## src/psd_pkg.sv

```systemverilog
package psd_pkg;

   localparam logic [1:0] SQRT_TRIAL_LSB = 2'b01;

   function automatic logic stage_ready(logic stage_valid, logic next_ready);
      return !stage_valid || next_ready;
   endfunction

endpackage

```

## src/psd_sqrt.sv

```systemverilog
module psd_sqrt
   import psd_pkg::*;
#(
   parameter int unsigned ROOT_WIDTH = 17
) (
   input  logic                    clock,
   input  logic                    reset,
   input  logic                    in_valid,
   output logic                    in_ready,
   input  logic [2*ROOT_WIDTH-1:0] in_radicand,
   output logic                    out_valid,
   input  logic                    out_ready,
   output logic [ROOT_WIDTH-1:0]   out_root
);

   localparam int unsigned RAD_W = 2 * ROOT_WIDTH;
   localparam int unsigned REM_W = ROOT_WIDTH + 3;

   logic [ROOT_WIDTH-1:0] valid_ff;
   logic [ROOT_WIDTH-1:0] rdy;
   logic [RAD_W-1:0]      rad_ff  [ROOT_WIDTH];
   logic [REM_W-1:0]      rem_ff  [ROOT_WIDTH];
   logic [ROOT_WIDTH-1:0] root_ff [ROOT_WIDTH];

   always_comb begin
      rdy[ROOT_WIDTH-1] = stage_ready(valid_ff[ROOT_WIDTH-1], out_ready);
      for (int i = ROOT_WIDTH - 2; i >= 0; i--) begin
         rdy[i] = stage_ready(valid_ff[i], rdy[i+1]);
      end
   end

   assign in_ready  = rdy[0];
   assign out_valid = valid_ff[ROOT_WIDTH-1];
   assign out_root  = root_ff[ROOT_WIDTH-1];

   for (genvar g = 0; g < ROOT_WIDTH; g++) begin : g_digit
      logic [RAD_W-1:0]      prev_rad;
      logic [REM_W-1:0]      prev_rem;
      logic [ROOT_WIDTH-1:0] prev_root;
      logic                  prev_valid;
      logic [REM_W-1:0]      rem_sh;
      logic [REM_W-1:0]      trial;
      logic                  fits;
      logic [REM_W-1:0]      rem_in;
      logic [ROOT_WIDTH-1:0] root_in;
      logic [RAD_W-1:0]      rad_in;

      if (g == 0) begin : g_first
         assign prev_rad   = in_radicand;
         assign prev_rem   = '0;
         assign prev_root  = '0;
         assign prev_valid = in_valid;
      end else begin : g_next
         assign prev_rad   = rad_ff[g-1];
         assign prev_rem   = rem_ff[g-1];
         assign prev_root  = root_ff[g-1];
         assign prev_valid = valid_ff[g-1];
      end

      always_comb begin
         rem_sh  = {prev_rem[REM_W-3:0], prev_rad[RAD_W-1:RAD_W-2]};
         trial   = {prev_root, SQRT_TRIAL_LSB};
         fits    = rem_sh >= trial;
         rem_in  = fits ? rem_sh - trial : rem_sh;
         root_in = {prev_root[ROOT_WIDTH-2:0], fits};
         rad_in  = {prev_rad[RAD_W-3:0], 2'b00};
      end

      always_ff @(posedge clock) begin
         if (reset) begin
            valid_ff[g] <= 1'b0;
         end else if (rdy[g]) begin
            valid_ff[g] <= prev_valid;
         end
         if (rdy[g]) begin
            rad_ff[g]  <= rad_in;
            rem_ff[g]  <= rem_in;
            root_ff[g] <= root_in;
         end
      end
   end

endmodule
```

## config.mk

```make
export PLATFORM = sky130hd
export DESIGN_NAME = psd_sqrt
export DESIGN_NICKNAME = d
export VERILOG_FILES = /design/src/psd_pkg.sv /design/src/psd_sqrt.sv
export SDC_FILE = /design/constraint.sdc
export NUM_CORES = 1
export LEC_CHECK = 0
export ABC_CLOCK_PERIOD_IN_PS = 8900
export BUFFER_PORTS_ARGS = -buffer_cell sky130_fd_sc_hd__buf_2
export CAP_MARGIN = 20
export CORE_UTILIZATION = 45
export DETAILED_ROUTE_END_ITERATION = 12
export MAX_ROUTING_LAYER = met4
export PLACE_DENSITY = 0.71
export SLEW_MARGIN = 20
export SYNTH_ARGS = -nofsm -noshare
export SYNTH_HDL_FRONTEND = slang
export SYNTH_SLANG_ARGS = --single-unit
```

## constraint.sdc

```tcl
create_clock -name clock -period 8.9 [get_ports clock]
set_input_delay 1.335 -clock clock [delete_from_list [all_inputs] [get_ports clock]]
set_output_delay 1.335 -clock clock [all_outputs]
set_load 0.01 [all_outputs]
```

* Yosys cells after proc, flatten, opt, wreduce, memory -nomap -nowiden *
Memories as Yosys holds them, arrays and structs flattened.
Cells that the tools add are included.

word-level totals
  register bits = 17
  latch bits = 0
  bits in writable memories = 1,173
  bits in read-only memories = 0
  bits of input ports = 38
  memories = 3

memories
  memory   depth  width  read ports  clocked after Yosys merged registers in  write ports  line            text
  rad_ff   17     32     16          0                                        17           psd_sqrt.sv:21  logic [RAD_W-1:0] rad_ff [ROOT_WIDTH];
  rem_ff   17     20     16          0                                        17           psd_sqrt.sv:22  logic [REM_W-1:0] rem_ff [ROOT_WIDTH];
  root_ff  17     17     17          0                                        17           psd_sqrt.sv:23  logic [ROOT_WIDTH-1:0] root_ff [ROOT_WIDTH];

operators by class
  $add $sub $neg = 17
  multiply operators = 0
  divide/modulo/power cells = 0
  $lt $le $gt $ge = 17
  equality and inequality tests = 0
  shifts and indexed selects = 0
  multiplexer cells = 51
  bitwise gates (word level) = 0
  reductions and logical operators = 34

operators by type and width
  cell                   number
  $mux W20               17
  $ge A20 B19 Y1         16
  $sub A20 B19 Y20       16
  $mux W1                34
  $logic_not A1 Y1       17
  $logic_or A1 B1 Y1     17
  $sub A2 B1 Y3 const B  1
  $ge A2 B1 Y1 const B   1

* Depth between registers and ports, before layout *
  depth in word-level cells = 20
  depth in mapped cells = 11
  gate-level depth less buffers = 10

* Least setup slack after synthesis *
Ideal clock, no wire load.

  kind = input to output
  from = input out_ready
  to = output in_ready
  data arrival time = 5.191 ns
  slack = 2.374 ns
  stages = 8
  cell sequence = nor2b_1 -> and4_1 -> clkbuf_1 -> nand3_1 -> nor3_2 -> and3_1 -> clkbuf_1 -> nand4_1

on the way
  longest elaborated chain between the ends = 17

RTL lines
  item                              line            text
  start, declared                   psd_sqrt.sv:12  input logic out_ready,
  $logic_or A1 B1 Y1 (10 in a row)  psd_pkg.sv:6    return !stage_valid || next_ready;
  named net rdy[7]                  psd_sqrt.sv:20  logic [ROOT_WIDTH-1:0] rdy;
  $logic_or A1 B1 Y1 (7 in a row)   psd_pkg.sv:6
  end, declared                     psd_sqrt.sv:9   output logic in_ready,

The timed path passes the listed nets, and every way through them passes these cells.

* Worst setup path in the final report *
Same ends and word-level chain as after synthesis.

==> results.toml <==
[timing]
worst_pin_slew_ps = 1010
setup_slack_ps = 3410
rsz0062_at_grt = "false"
slew_headroom_pct = 32.6
drv_slew = 0
fin_worst_skew_ps = 37.0
finalHoldViolations = 0
setup-tns-final_ps = 0
final.period_utilization_pct = 61.7
setup_viol = 0
final.min_clock_period_ps = 5490
fmax_mhz = 182

[route]
drc = 0
routedWlPerCell_um = 15.0
first_iter_violations = 1161
vias = 18700
wl_mm = 53.6
vias_per_cell = 5.22
drtPass1Iterations = 6
final_antenna_net_count = 0

[layout]
fin_cells = 3578
multi_input_area_mm2 = 0.0102
final_util_pct = 51.4
finalInstanceArea_mm2 = 0.0363
ff_latch_area_mm2 = 0.0212
layout-drive-gt1-share_pct = 9.21
antennaDiodeCount = 0
area_growth_pct = 12.2
fillers = 5820
nets = 2788

[grt]
grt_max_degree = 50
grt_usage_pct = 15.0
overflow = 0
first_global_vias = 18800
antenna_found_initial = 0
grt_pass1_wl_mm = 88.5

[synth]
synth_ff_type = "edfxtp_1"
postSynthCellCount = 2462
syn_nets = 2671
yosys-top-cells-area = "edfxtp_1 64%, ha_1 6.6%, xnor2_1 2.8%"
async_flop_share_pct = 0
synth_most_common_cell = "edfxtp_1"
synth_edf_count = 693
synth_common_cells = "693 x edfxtp_1, 228 x inv_1, 173 x nor2_1"
ys_warn_count = 0
netlist_area_mm2 = 0.0324
avgSynthCellArea_um2 = 13.2
ys_ff_latch = 710
synth_top_cell_area_share_pct = 64.3
synth_top_area_cell = "edfxtp_1"
yosysSeqAreaShare_pct = 65.3
netlist-cell-type-count = 83

[placed_design]
place_inst = 3441
dpl_worst_slack_ps = 3510
port_buffers = 56
dpl.hpwl_mm = 39.2
place.gp.congestion = 0.910
post_dp_cell_area_mm2 = 0.0338

[setup_path]
worstPathCellList = "buf_2, nor2b_1, and4_1, nand3_2, buf_4, nor3_2, and3_1, nand4_1, buf_4, buf_2"
worstPathMaxFanout = 46
critical_path_arrival_ps = 4150
critPathRequiredTime_ps = 7570
cp-start-kind = "input port"
slowest_stage = "and4_1"
crit_path_end_kind = "output pin"
reg2reg_depth = 7
path_class = "in -> out"
cpPeakStageDelay_ps = 460

[floorplanning]
fp.dieH_um = 270
die-area_mm2 = 0.0730
die_w_um = 270
core_mm2 = 0.0706
start_util_pct = 45.8
rows = 97
ioPinCount = 57

[clock_tree]
ctsHoldBuffers = 0
clkLatencyLatePin_ps = 620
root_buffer = "clkbuf_16"
cts.sinks = 710
cts_setup_buffers = 0
cts_tree = "yes"
clkSlewWorstSetupHoldPaths_ps = 60
numCtsBuffers = 74
post_cts_resized = 0
clock_path_buffers = 3
cts-htree-levels = 3

[worst_hold_path]
hp-class = "reg -> reg"
hold_depth = 0

[outcome]
status = "complete, no violations"

[pwr]
p_leak_uw = 0.0147
pwr-share-comb_pct = 16.7
clock_power_share_pct = 32.8
swShare_pct = 26.0
ir_drop_mv = 0.185
cellInternalPower_uw = 6920
seqPwrFrac_pct = 50.5
p_per_area_mw_per_mm2 = 257
switching_power_uw = 2430

[flow_run]
cap_violations = 0
cell type report:
class | instances | area share (%)
repair buffers | 74 | 1.23
flip-flops and latches | 710 | 58.2
inverters | 229 | 2.37
multi-input cells | 1490 | 28.2
clock buffers | 93 | 5.47
clock inverters | 42 | 1.31
well taps | 940 | 3.24
power by group through the flow:
stage,Combinational (uW),Sequential (uW),Clock (uW)
after floorplan,1240,4670,0
after global placement,1470,4770,0
after detailed placement,1540,4790,0
after CTS,1550,4730,3150
after global routing,1750,4790,3260
final,1560,4730,3070
cell usage in the layout, fill, tap and decap left out, drive strengths merged, types with 11 or more instances in the layout:
master,count
nand2,160
o21bai,14
or4,15
nor2b,28
nor4,23
nor2,173
clkbuf,93
buf,74
nand2b,32
xnor2,104
edfxtp,693
or3,27
nand3,36
inv,232
a21o,25
xor2,97
o21ai,131
o31ai,18
ha,171
o21a,39
a211oi,12
clkinv,26
dfxtp,17
and3,11
mux2,18
a21oi,145
nor3,65
nand4,22
or2,11
flip-flops by register name, summed over array words and instances, names as in the netlist:
signal / count
rad_ff: 272
rem_ff: 268
root_ff: 153
g_digit.prev_valid: 16
out_valid: 1
per-layer routing:
layer / up-vias / part of all wire, % / global-route usage, %
met5: - / 0 / -
met4: 0 / 2.8 / 5.61
met3: 119 / 4.1 / 2.43
met2: 448 / 51 / 26.8
met1: 8850 / 42 / 16.8
li1: 9257 / - / -
through the flow:
step / hold slack (ps) / total power [uW]
after global placement: 402 / 6240
after global routing: 418 / 9800
final: 393 / 9360
after floorplan: 400 / 5920
after CTS: 409 / 9420
after detailed placement: 405 / 6330
path summary, 6_finish.rpt:
| check | end | slack (ps) | startpoint |
|---|---|---|---|
| worst max-delay path | in_ready | 3410 | out_ready |
| worst min-delay path | rad_ff[0][255] | 390 | rad_ff[0][221] |
| worst max register to register | rem_ff[0][228] | 5190 | rem_ff[0][200] |
| worst min register to register | rad_ff[0][255] | 390 | rad_ff[0][221] |
cells by family (layout without fill, tap and decap cells):
kind of cell             Yosys count  count (layout)  synth area share [%]
other                              1               1                0.0116
AND/OR/NAND/NOR                  641             641                  9.95
adder cells (fa/ha/maj)          171             171                  6.61
XOR/XNOR                         201             201                  5.44
buffers and inverters            262             438                  3.16
multiplexers                      22              22                 0.750
flip-flops                       710             710                  65.3
AO/OA/AOI/OAI                    454             454                  8.78
critical path, delay by kind of cell:
family	cells	cell delay, ps
buffers and inverters	4	900
AND/OR/NAND/NOR	6	1880
Note: power is estimated with default switching activity, not from simulation.
