## config.mk

```make
export PLATFORM = sky130hd
export DESIGN_NAME = psd_div
export DESIGN_NICKNAME = d
export VERILOG_FILES = /design/src/psd_pkg.sv /design/src/psd_div.sv
export SDC_FILE = /design/constraint.sdc
export NUM_CORES = 2
export LEC_CHECK = 0
export ABC_CLOCK_PERIOD_IN_PS = 9000
export BUFFER_PORTS_ARGS = -buffer_cell sky130_fd_sc_hd__buf_2
export CORE_MARGIN = 2
export CORE_UTILIZATION = 29
export CTS_CLUSTER_DIAMETER = 100
export DETAILED_ROUTE_END_ITERATION = 10
export PLACE_DENSITY = 0.54
export SLEW_MARGIN = 20
export SYNTH_ARGS = -nofsm -noshare
export SYNTH_HDL_FRONTEND = slang
export SYNTH_SLANG_ARGS = --single-unit
```

## constraint.sdc

```tcl
create_clock -name clock -period 9 [get_ports clock]
set_input_delay 0 -clock clock [delete_from_list [all_inputs] [get_ports clock]]
set_output_delay 0 -clock clock [all_outputs]
set_load 0.02 [all_outputs]
```

## src/psd_pkg.sv

```systemverilog
package psd_pkg;

   localparam logic [1:0] SQRT_TRIAL_LSB = 2'b01;

   function automatic logic stage_ready(logic stage_valid, logic next_ready);
      return !stage_valid || next_ready;
   endfunction

endpackage

```

## src/psd_div.sv

```systemverilog
module psd_div
   import psd_pkg::*;
#(
   parameter int unsigned NUM_WIDTH = 33,
   parameter int unsigned QUO_BITS = 16,
   parameter int unsigned SIDE_WIDTH = 8
) (
   input  logic                  clock,
   input  logic                  reset,
   input  logic                  in_valid,
   output logic                  in_ready,
   input  logic [NUM_WIDTH-1:0]  in_rem,
   input  logic [NUM_WIDTH-1:0]  in_den,
   input  logic [SIDE_WIDTH-1:0] in_side,
   output logic                  out_valid,
   input  logic                  out_ready,
   output logic [QUO_BITS-1:0]   out_quo,
   output logic [SIDE_WIDTH-1:0] out_side
);

   logic [QUO_BITS-1:0]   valid_ff;
   logic [QUO_BITS-1:0]   rdy;
   logic [NUM_WIDTH-1:0]  rem_ff  [QUO_BITS];
   logic [NUM_WIDTH-1:0]  den_ff  [QUO_BITS];
   logic [QUO_BITS-1:0]   quo_ff  [QUO_BITS];
   logic [SIDE_WIDTH-1:0] side_ff [QUO_BITS];

   always_comb begin
      rdy[QUO_BITS-1] = stage_ready(valid_ff[QUO_BITS-1], out_ready);
      for (int i = QUO_BITS - 2; i >= 0; i--) begin
         rdy[i] = stage_ready(valid_ff[i], rdy[i+1]);
      end
   end

   assign in_ready  = rdy[0];
   assign out_valid = valid_ff[QUO_BITS-1];
   assign out_quo   = quo_ff[QUO_BITS-1];
   assign out_side  = side_ff[QUO_BITS-1];

   for (genvar g = 0; g < QUO_BITS; g++) begin : g_step
      logic [NUM_WIDTH-1:0]  prev_rem;
      logic [NUM_WIDTH-1:0]  prev_den;
      logic [QUO_BITS-1:0]   prev_quo;
      logic [SIDE_WIDTH-1:0] prev_side;
      logic                  prev_valid;
      logic [NUM_WIDTH:0]    shifted;
      logic                  fits;
      logic [NUM_WIDTH:0]    diff;
      logic [NUM_WIDTH-1:0]  rem_in;
      logic [QUO_BITS-1:0]   quo_in;

      if (g == 0) begin : g_first
         assign prev_rem   = in_rem;
         assign prev_den   = in_den;
         assign prev_quo   = '0;
         assign prev_side  = in_side;
         assign prev_valid = in_valid;
      end else begin : g_next
         assign prev_rem   = rem_ff[g-1];
         assign prev_den   = den_ff[g-1];
         assign prev_quo   = quo_ff[g-1];
         assign prev_side  = side_ff[g-1];
         assign prev_valid = valid_ff[g-1];
      end

      always_comb begin
         shifted = {prev_rem, 1'b0};
         fits    = shifted >= {1'b0, prev_den};
         diff    = shifted - {1'b0, prev_den};
         rem_in  = fits ? diff[NUM_WIDTH-1:0] : shifted[NUM_WIDTH-1:0];
         quo_in  = {prev_quo[QUO_BITS-2:0], fits};
      end

      always_ff @(posedge clock) begin
         if (reset) begin
            valid_ff[g] <= 1'b0;
         end else if (rdy[g]) begin
            valid_ff[g] <= prev_valid;
         end
         if (rdy[g]) begin
            rem_ff[g]  <= rem_in;
            den_ff[g]  <= prev_den;
            quo_ff[g]  <= quo_in;
            side_ff[g] <= prev_side;
         end
      end
   end

endmodule

```

Yosys cells after proc, flatten, opt, wreduce, memory -nomap -nowiden:

Memory sizes are Yosys's and may differ from the RTL's.
Index checks and enable logic that the tools add are counted.

* add/sub/neg operators: 16
* magnitude comparators: 16
* mux-type cells: 48
* reduce and logical (&&, ||, !) cells: 32

Operators by type and width (number)
* $ge 34x33->1: 16
* $mux 33: 16
* $sub 33x33->33: 16
* $mux 1: 32
* $logic_not 1->1: 16
* $logic_or 1x1->1: 16

* flip-flop bits (word level): 16
* bits in writable memories: 1440
* bits of input ports: 78
* output and inout port bits: 26
* word-level logic and storage cells: 132
* memories: 4

Memories
* den_ff: words 16, bits a word 33, read ports 15, clocked after Yosys merged registers in 0, write ports 16, RTL line psd_div.sv:24 `logic [NUM_WIDTH-1:0] den_ff [QUO_BITS];`
* rem_ff: words 16, bits a word 33, read ports 15, clocked after Yosys merged registers in 0, write ports 16, RTL line psd_div.sv:23 `logic [NUM_WIDTH-1:0] rem_ff [QUO_BITS];`
* quo_ff: words 16, bits a word 16, read ports 16, clocked after Yosys merged registers in 0, write ports 16, RTL line psd_div.sv:25 `logic [QUO_BITS-1:0] quo_ff [QUO_BITS];`
* side_ff: words 16, bits a word 8, read ports 16, clocked after Yosys merged registers in 0, write ports 16, RTL line psd_div.sv:26 `logic [SIDE_WIDTH-1:0] side_ff [QUO_BITS];`

Logic depth before layout (Yosys ltp):

* depth after elaboration: 19
* mapped depth: 16
* mapped depth without buffers: 13

Worst setup path before layout:

No wires, ideal clock.

* path type: reg2reg
* start: reg valid_ff[15] (netlist: out_valid)
* end: mem den_ff[0][0], enable pin
* arrival: 7168 ps
* data required time: 7818 ps
* slack: 650 ps
* cell stages (with the launch flop): 10
* buffers on the path: 0
* clock period less this slack: 8350 ps
* cells stage by stage: dfxtp_1 > nor2b_1 > inv_1 > nor2_1 > and2_1 > and3_1 > and3_1 > nand3_1 > nor2_1 > nand4_1

RTL lines
* start, declared: RTL line psd_div.sv:21 `logic [QUO_BITS-1:0] valid_ff;`
* start signal, assigned by index: RTL line psd_div.sv:78 `valid_ff[g] <= prev_valid;`
* end, declared: RTL line psd_div.sv:24

Worst setup path after layout:

* start: reg valid_ff[15] (netlist: out_valid)
* end: out in_ready

* cells in the longest elaborated chain, start to end: 17

Ends and longest elaborated chain
* $logic_not 1->1: RTL line psd_pkg.sv:6 `return !stage_valid || next_ready;`
* $logic_or 1x1->1: RTL line psd_pkg.sv:6
* net rdy[15]: RTL line psd_div.sv:22 `logic [QUO_BITS-1:0] rdy;`
* $logic_or 1x1->1 (11 in series): RTL line psd_pkg.sv:6
* net rdy[4]: RTL line psd_div.sv:22
* $logic_or 1x1->1 (4 in series): RTL line psd_pkg.sv:6
* end, declared: RTL line psd_div.sv:11 `output logic in_ready,`

The timed path passes the listed nets, and every way through them passes these cells.

==> parameters.txt <==
Parameter                              Value

Floorplan
  Initial Utilization ... 0.291
  Core area ... 245000 µm²
  Number of core rows ... 182
  Chip width ... 500 µm
  Total I/O pin count ... 104
  Die Area ... 250000 µm²
  Vertical die dimension ... 500 µm

Setup path
  Worst reg2reg startpoint ... out_valid
  RR Endpoint ... side_ff[0][7]
  Kind of critical path ... reg -> out
  Arr. time, crit path ... 5810 ps
  Reg2Reg Setup Slack ... 3870 ps
  Data required time of the worst path ... 9000 ps
  Crit path capture type ... primary output
  Max FO, Critical Path ... 67
  Launching element of the worst setup path ... out_valid
  Reg2reg path depth ... 10
  Critical Path Source Type ... flip-flop

Synthesis
  Xor/xnor share of the synthesized area ... 0.0516
  FF+latch count, synth ... 1270
  Average instance area after synthesis ... 11.6 µm²
  Cell variety after synth ... 110
  Synth Area in Compound Gates ... 0.140
  Synth warn ... 0
  Synth Area in Simple Gates ... 0.0852
  Dominant combinational cell family by area after synthesis ... compound AO/OA/AOI/OAI gates
  Number of synthesized flops with an enable pin ... 1254
  Number of standard cells after synthesis ... 6122
  Share of flip-flops with an asynchronous set or reset after synthesis ... 0
  Adder and majority gate portion of the synthesized area ... 0.0967
  Leading register cell type out of synthesis ... edfxtp_1
  Proportion of synthesized chip area in sequential cells ... 0.533
  Post-synthesis cell area ... 71300 µm²
  Mux contribution to synthesized area ... 0.0493
  Post-synth net total ... 6742

Drt
  Detail-routed net length per standard cell ... 15.1 µm
  Number of design rule violations left after detail routing ... 0
  DRC violation total after the first TritonRoute iteration ... 2483
  Number of routed nets with antenna violations ... 0
  Initial DRT Pass Iterations ... 7
  Routed vias ... 45300
  Avg Vias per Cell ... 4.65
  Total length of routed wires ... 147 mm

Timing
  Setup TNS Final ... 0 ps
  RSZ-0062 raised after global routing ... no
  Worst Skew ... 26.1 ps
  Final setup violating endpoints ... 0
  Final Hold Violating Endpoints ... 0
  Number of slew-limit violations in the final report ... 0
  Worst Max-Slew Pin Slew ... 1080 ps
  Max Fclk ... 0.172 GHz
  Max-slew headroom at the worst pin ... 0.275
  Period minus WS final ... 5810 ps
  Part of the cycle the worst path needs ... 0.646

GRT
  Total congestion overflow after global routing ... 0
  Total routing resource utilization after global routing ... 0.117
  Pin count of the biggest net entering global routing ... 79
  Vias in the first global route ... 46800
  Antenna violations before repair ... 1
  Wire length of the first global-routing pass ... 239 mm

Clocking
  Clock root buffer ... clkbuf_16
  Maximum buffer depth of the clock tree ... 3
  H-tree levels ... 4
  Total of cells resized after clock tree synthesis ... 0
  Clock latency of the later-clocked register in the worst-skew pair ... 770 ps
  # clock sinks ... 1270
  TritonCTS clock tree ... built
  Post-CTS clock slew at the launch and capture registers of the worst setup and hold paths ... 60 ps
  Clock buffers created by TritonCTS ... 143

Place
  Count of buffers from port buffering ... 103
  Number of cells after detailed placement ... 9366
  Area of placed instances ... 75600 µm²
  Post-detailed-placement half-perimeter wirelength ... 113 mm
  Final RePlAce weighted congestion ... 0.906

Worst hold path
  Sink of the worst hold path ... rem_ff[0][20]
  Worst hold path depth ... 4
  Hold Crit Start ... in_rem[19]
  Tightest Hold Check Type ... in -> reg

Final layout
  Synthesis-to-finish area growth ... 14.5%
  Total Nets Final ... 7046
  Non-filler cells, final ... 9759
  Share of post-route cells with drive strength above 1 ... 0.107
  Final instance area ... 81700 µm²

Pwr
  Pwr Density ... 352 nW/µm²
  Leakage power summed over all cells ... 33.8 nW
  VDD IR-drop max ... 0.222 mV
  Total Power Consumption ... 28.8 mW

Job
  Max cap viols ... 0

Outcome
  Result of the run ... completed
-- final cells by class --
| cell class | count | area [µm²] |
|---|---|---|
| diodes | 1 | 2.50 |
| clock buffers | 182 | 3810 |
| clock inverters | 75 | 915 |
| fillers | 24000 | 164000 |
| inverters | 668 | 2510 |
| multi-input cells | 4071 | 30300 |
| flip-flops and latches | 1270 | 38000 |
| well taps | 3220 | 4030 |
| repair buffers | 272 | 2140 |
-- sequential cells by signal, indices dropped and copies added (netlist names) --
signal	cells
den_ff	495
rem_ff	495
side_ff	128
quo_ff	136
out_valid	1
g_step.prev_valid	15
-- power breakdown --
| group | leakage [nW] | switching [mW] | internal (mW) |
|---|---|---|---|
| Clock | 2.29 | 2.35 | 3.52 |
| Sequential | 13.3 | 0.859 | 8.94 |
| Combinational | 18.2 | 6.96 | 6.17 |
| Total | 33.8 | 10.2 | 18.6 |
-- timing repair --
item | in CTS | in global routing
endpoints found under the setup margin | 0 | 0
endpoints found under the hold margin | 98 | 0
buffers inserted | 0 | 0
hold buffers | 134 | 0
-- cells in the final DEF (no fill, tap or decap), types with 88 or more instances in the layout --
master	synthesis	layout
nand2_1	312	306
nor2_1	396	395
mux2_2	201	201
buf_2	35	103
clkbuf_16	0	146
inv_1	667	660
xnor2_1	271	271
xor2_1	149	149
dlygate4sd3_1	0	134
nand3_1	90	88
ha_1	527	527
a21o_1	240	240
a21oi_1	512	512
edfxtp_1	1254	1254
o21ai_0	298	298
-- critical path, stage by stage (launching register included) --
cell and delay (ps):
dfxtp_1 310, nor2b_1 390, inv_2 430, nor2_1 360, and2_1 320, and3_1 360
and3_1 390, nand3_4 240, nor2_1 600, nand4_1 660, buf_4 580, buf_2 290
-- cell usage after synthesis (all sizes together) (22+ instances only) --
cell type	count	area share
clkbuf	56	0.0029
ha	527	0.092
a21o	240	0.025
and3	42	0.0037
nor3	68	0.0048
o31ai	51	0.0058
or3	24	0.0022
o21a	68	0.0072
xnor2	271	0.033
nor2b	69	0.0062
a31oi	60	0.0053
nand4	66	0.0058
nand3	90	0.0063
edfxtp	1254	0.53
buf	57	0.0063
xor2	149	0.018
or2	22	0.0019
nor2	396	0.021
and2	31	0.0028
mux2	282	0.047
o21ai	310	0.022
inv	668	0.035
a21oi	515	0.037
o21bai	63	0.0067
nand2	312	0.016
nand2b	78	0.0068
a211oi	47	0.0052
-- metal layers --
metal  share of wire  routed length (µm)  vias to the layer above  GRT usage
li1                -                   -                    23000          -
met1            0.42               61100                    21100      0.130
met2            0.50               73500                      841      0.214
met3           0.032                4750                      375     0.0183
met4           0.051                7530                        0     0.0623
met5               0                   0                        -          0
-- kinds of logic after synthesis --
group,Yosys count
compound gates,1547
mux,295
buf+inv,781
flops,1270
xor+xnor,420
simple gates,1267
fa+ha+maj,542
-- how the worst max path moves through the flow --
stage               slack (ps)  cells past startpoint             to
global route              2610                     11       in_ready
global placement          3790                     10  side_ff[0][2]
finish                    3190                     11       in_ready
CTS                       2930                     11       in_ready
floorplan                  650                      9   den_ff[0][0]
detailed placement        3730                     10  side_ff[0][7]
-- through the flow --
step	hold slack [ps]	utilization	setup WS (ps)
finish	96.9	0.333	3190
floorplan	98.9	-	650
global route	67.1	0.333	2610
global placement	203	0.308	3790
detailed placement	201	0.308	3730
CTS	29.1	0.333	2930
(Power assumes the default switching activity.)
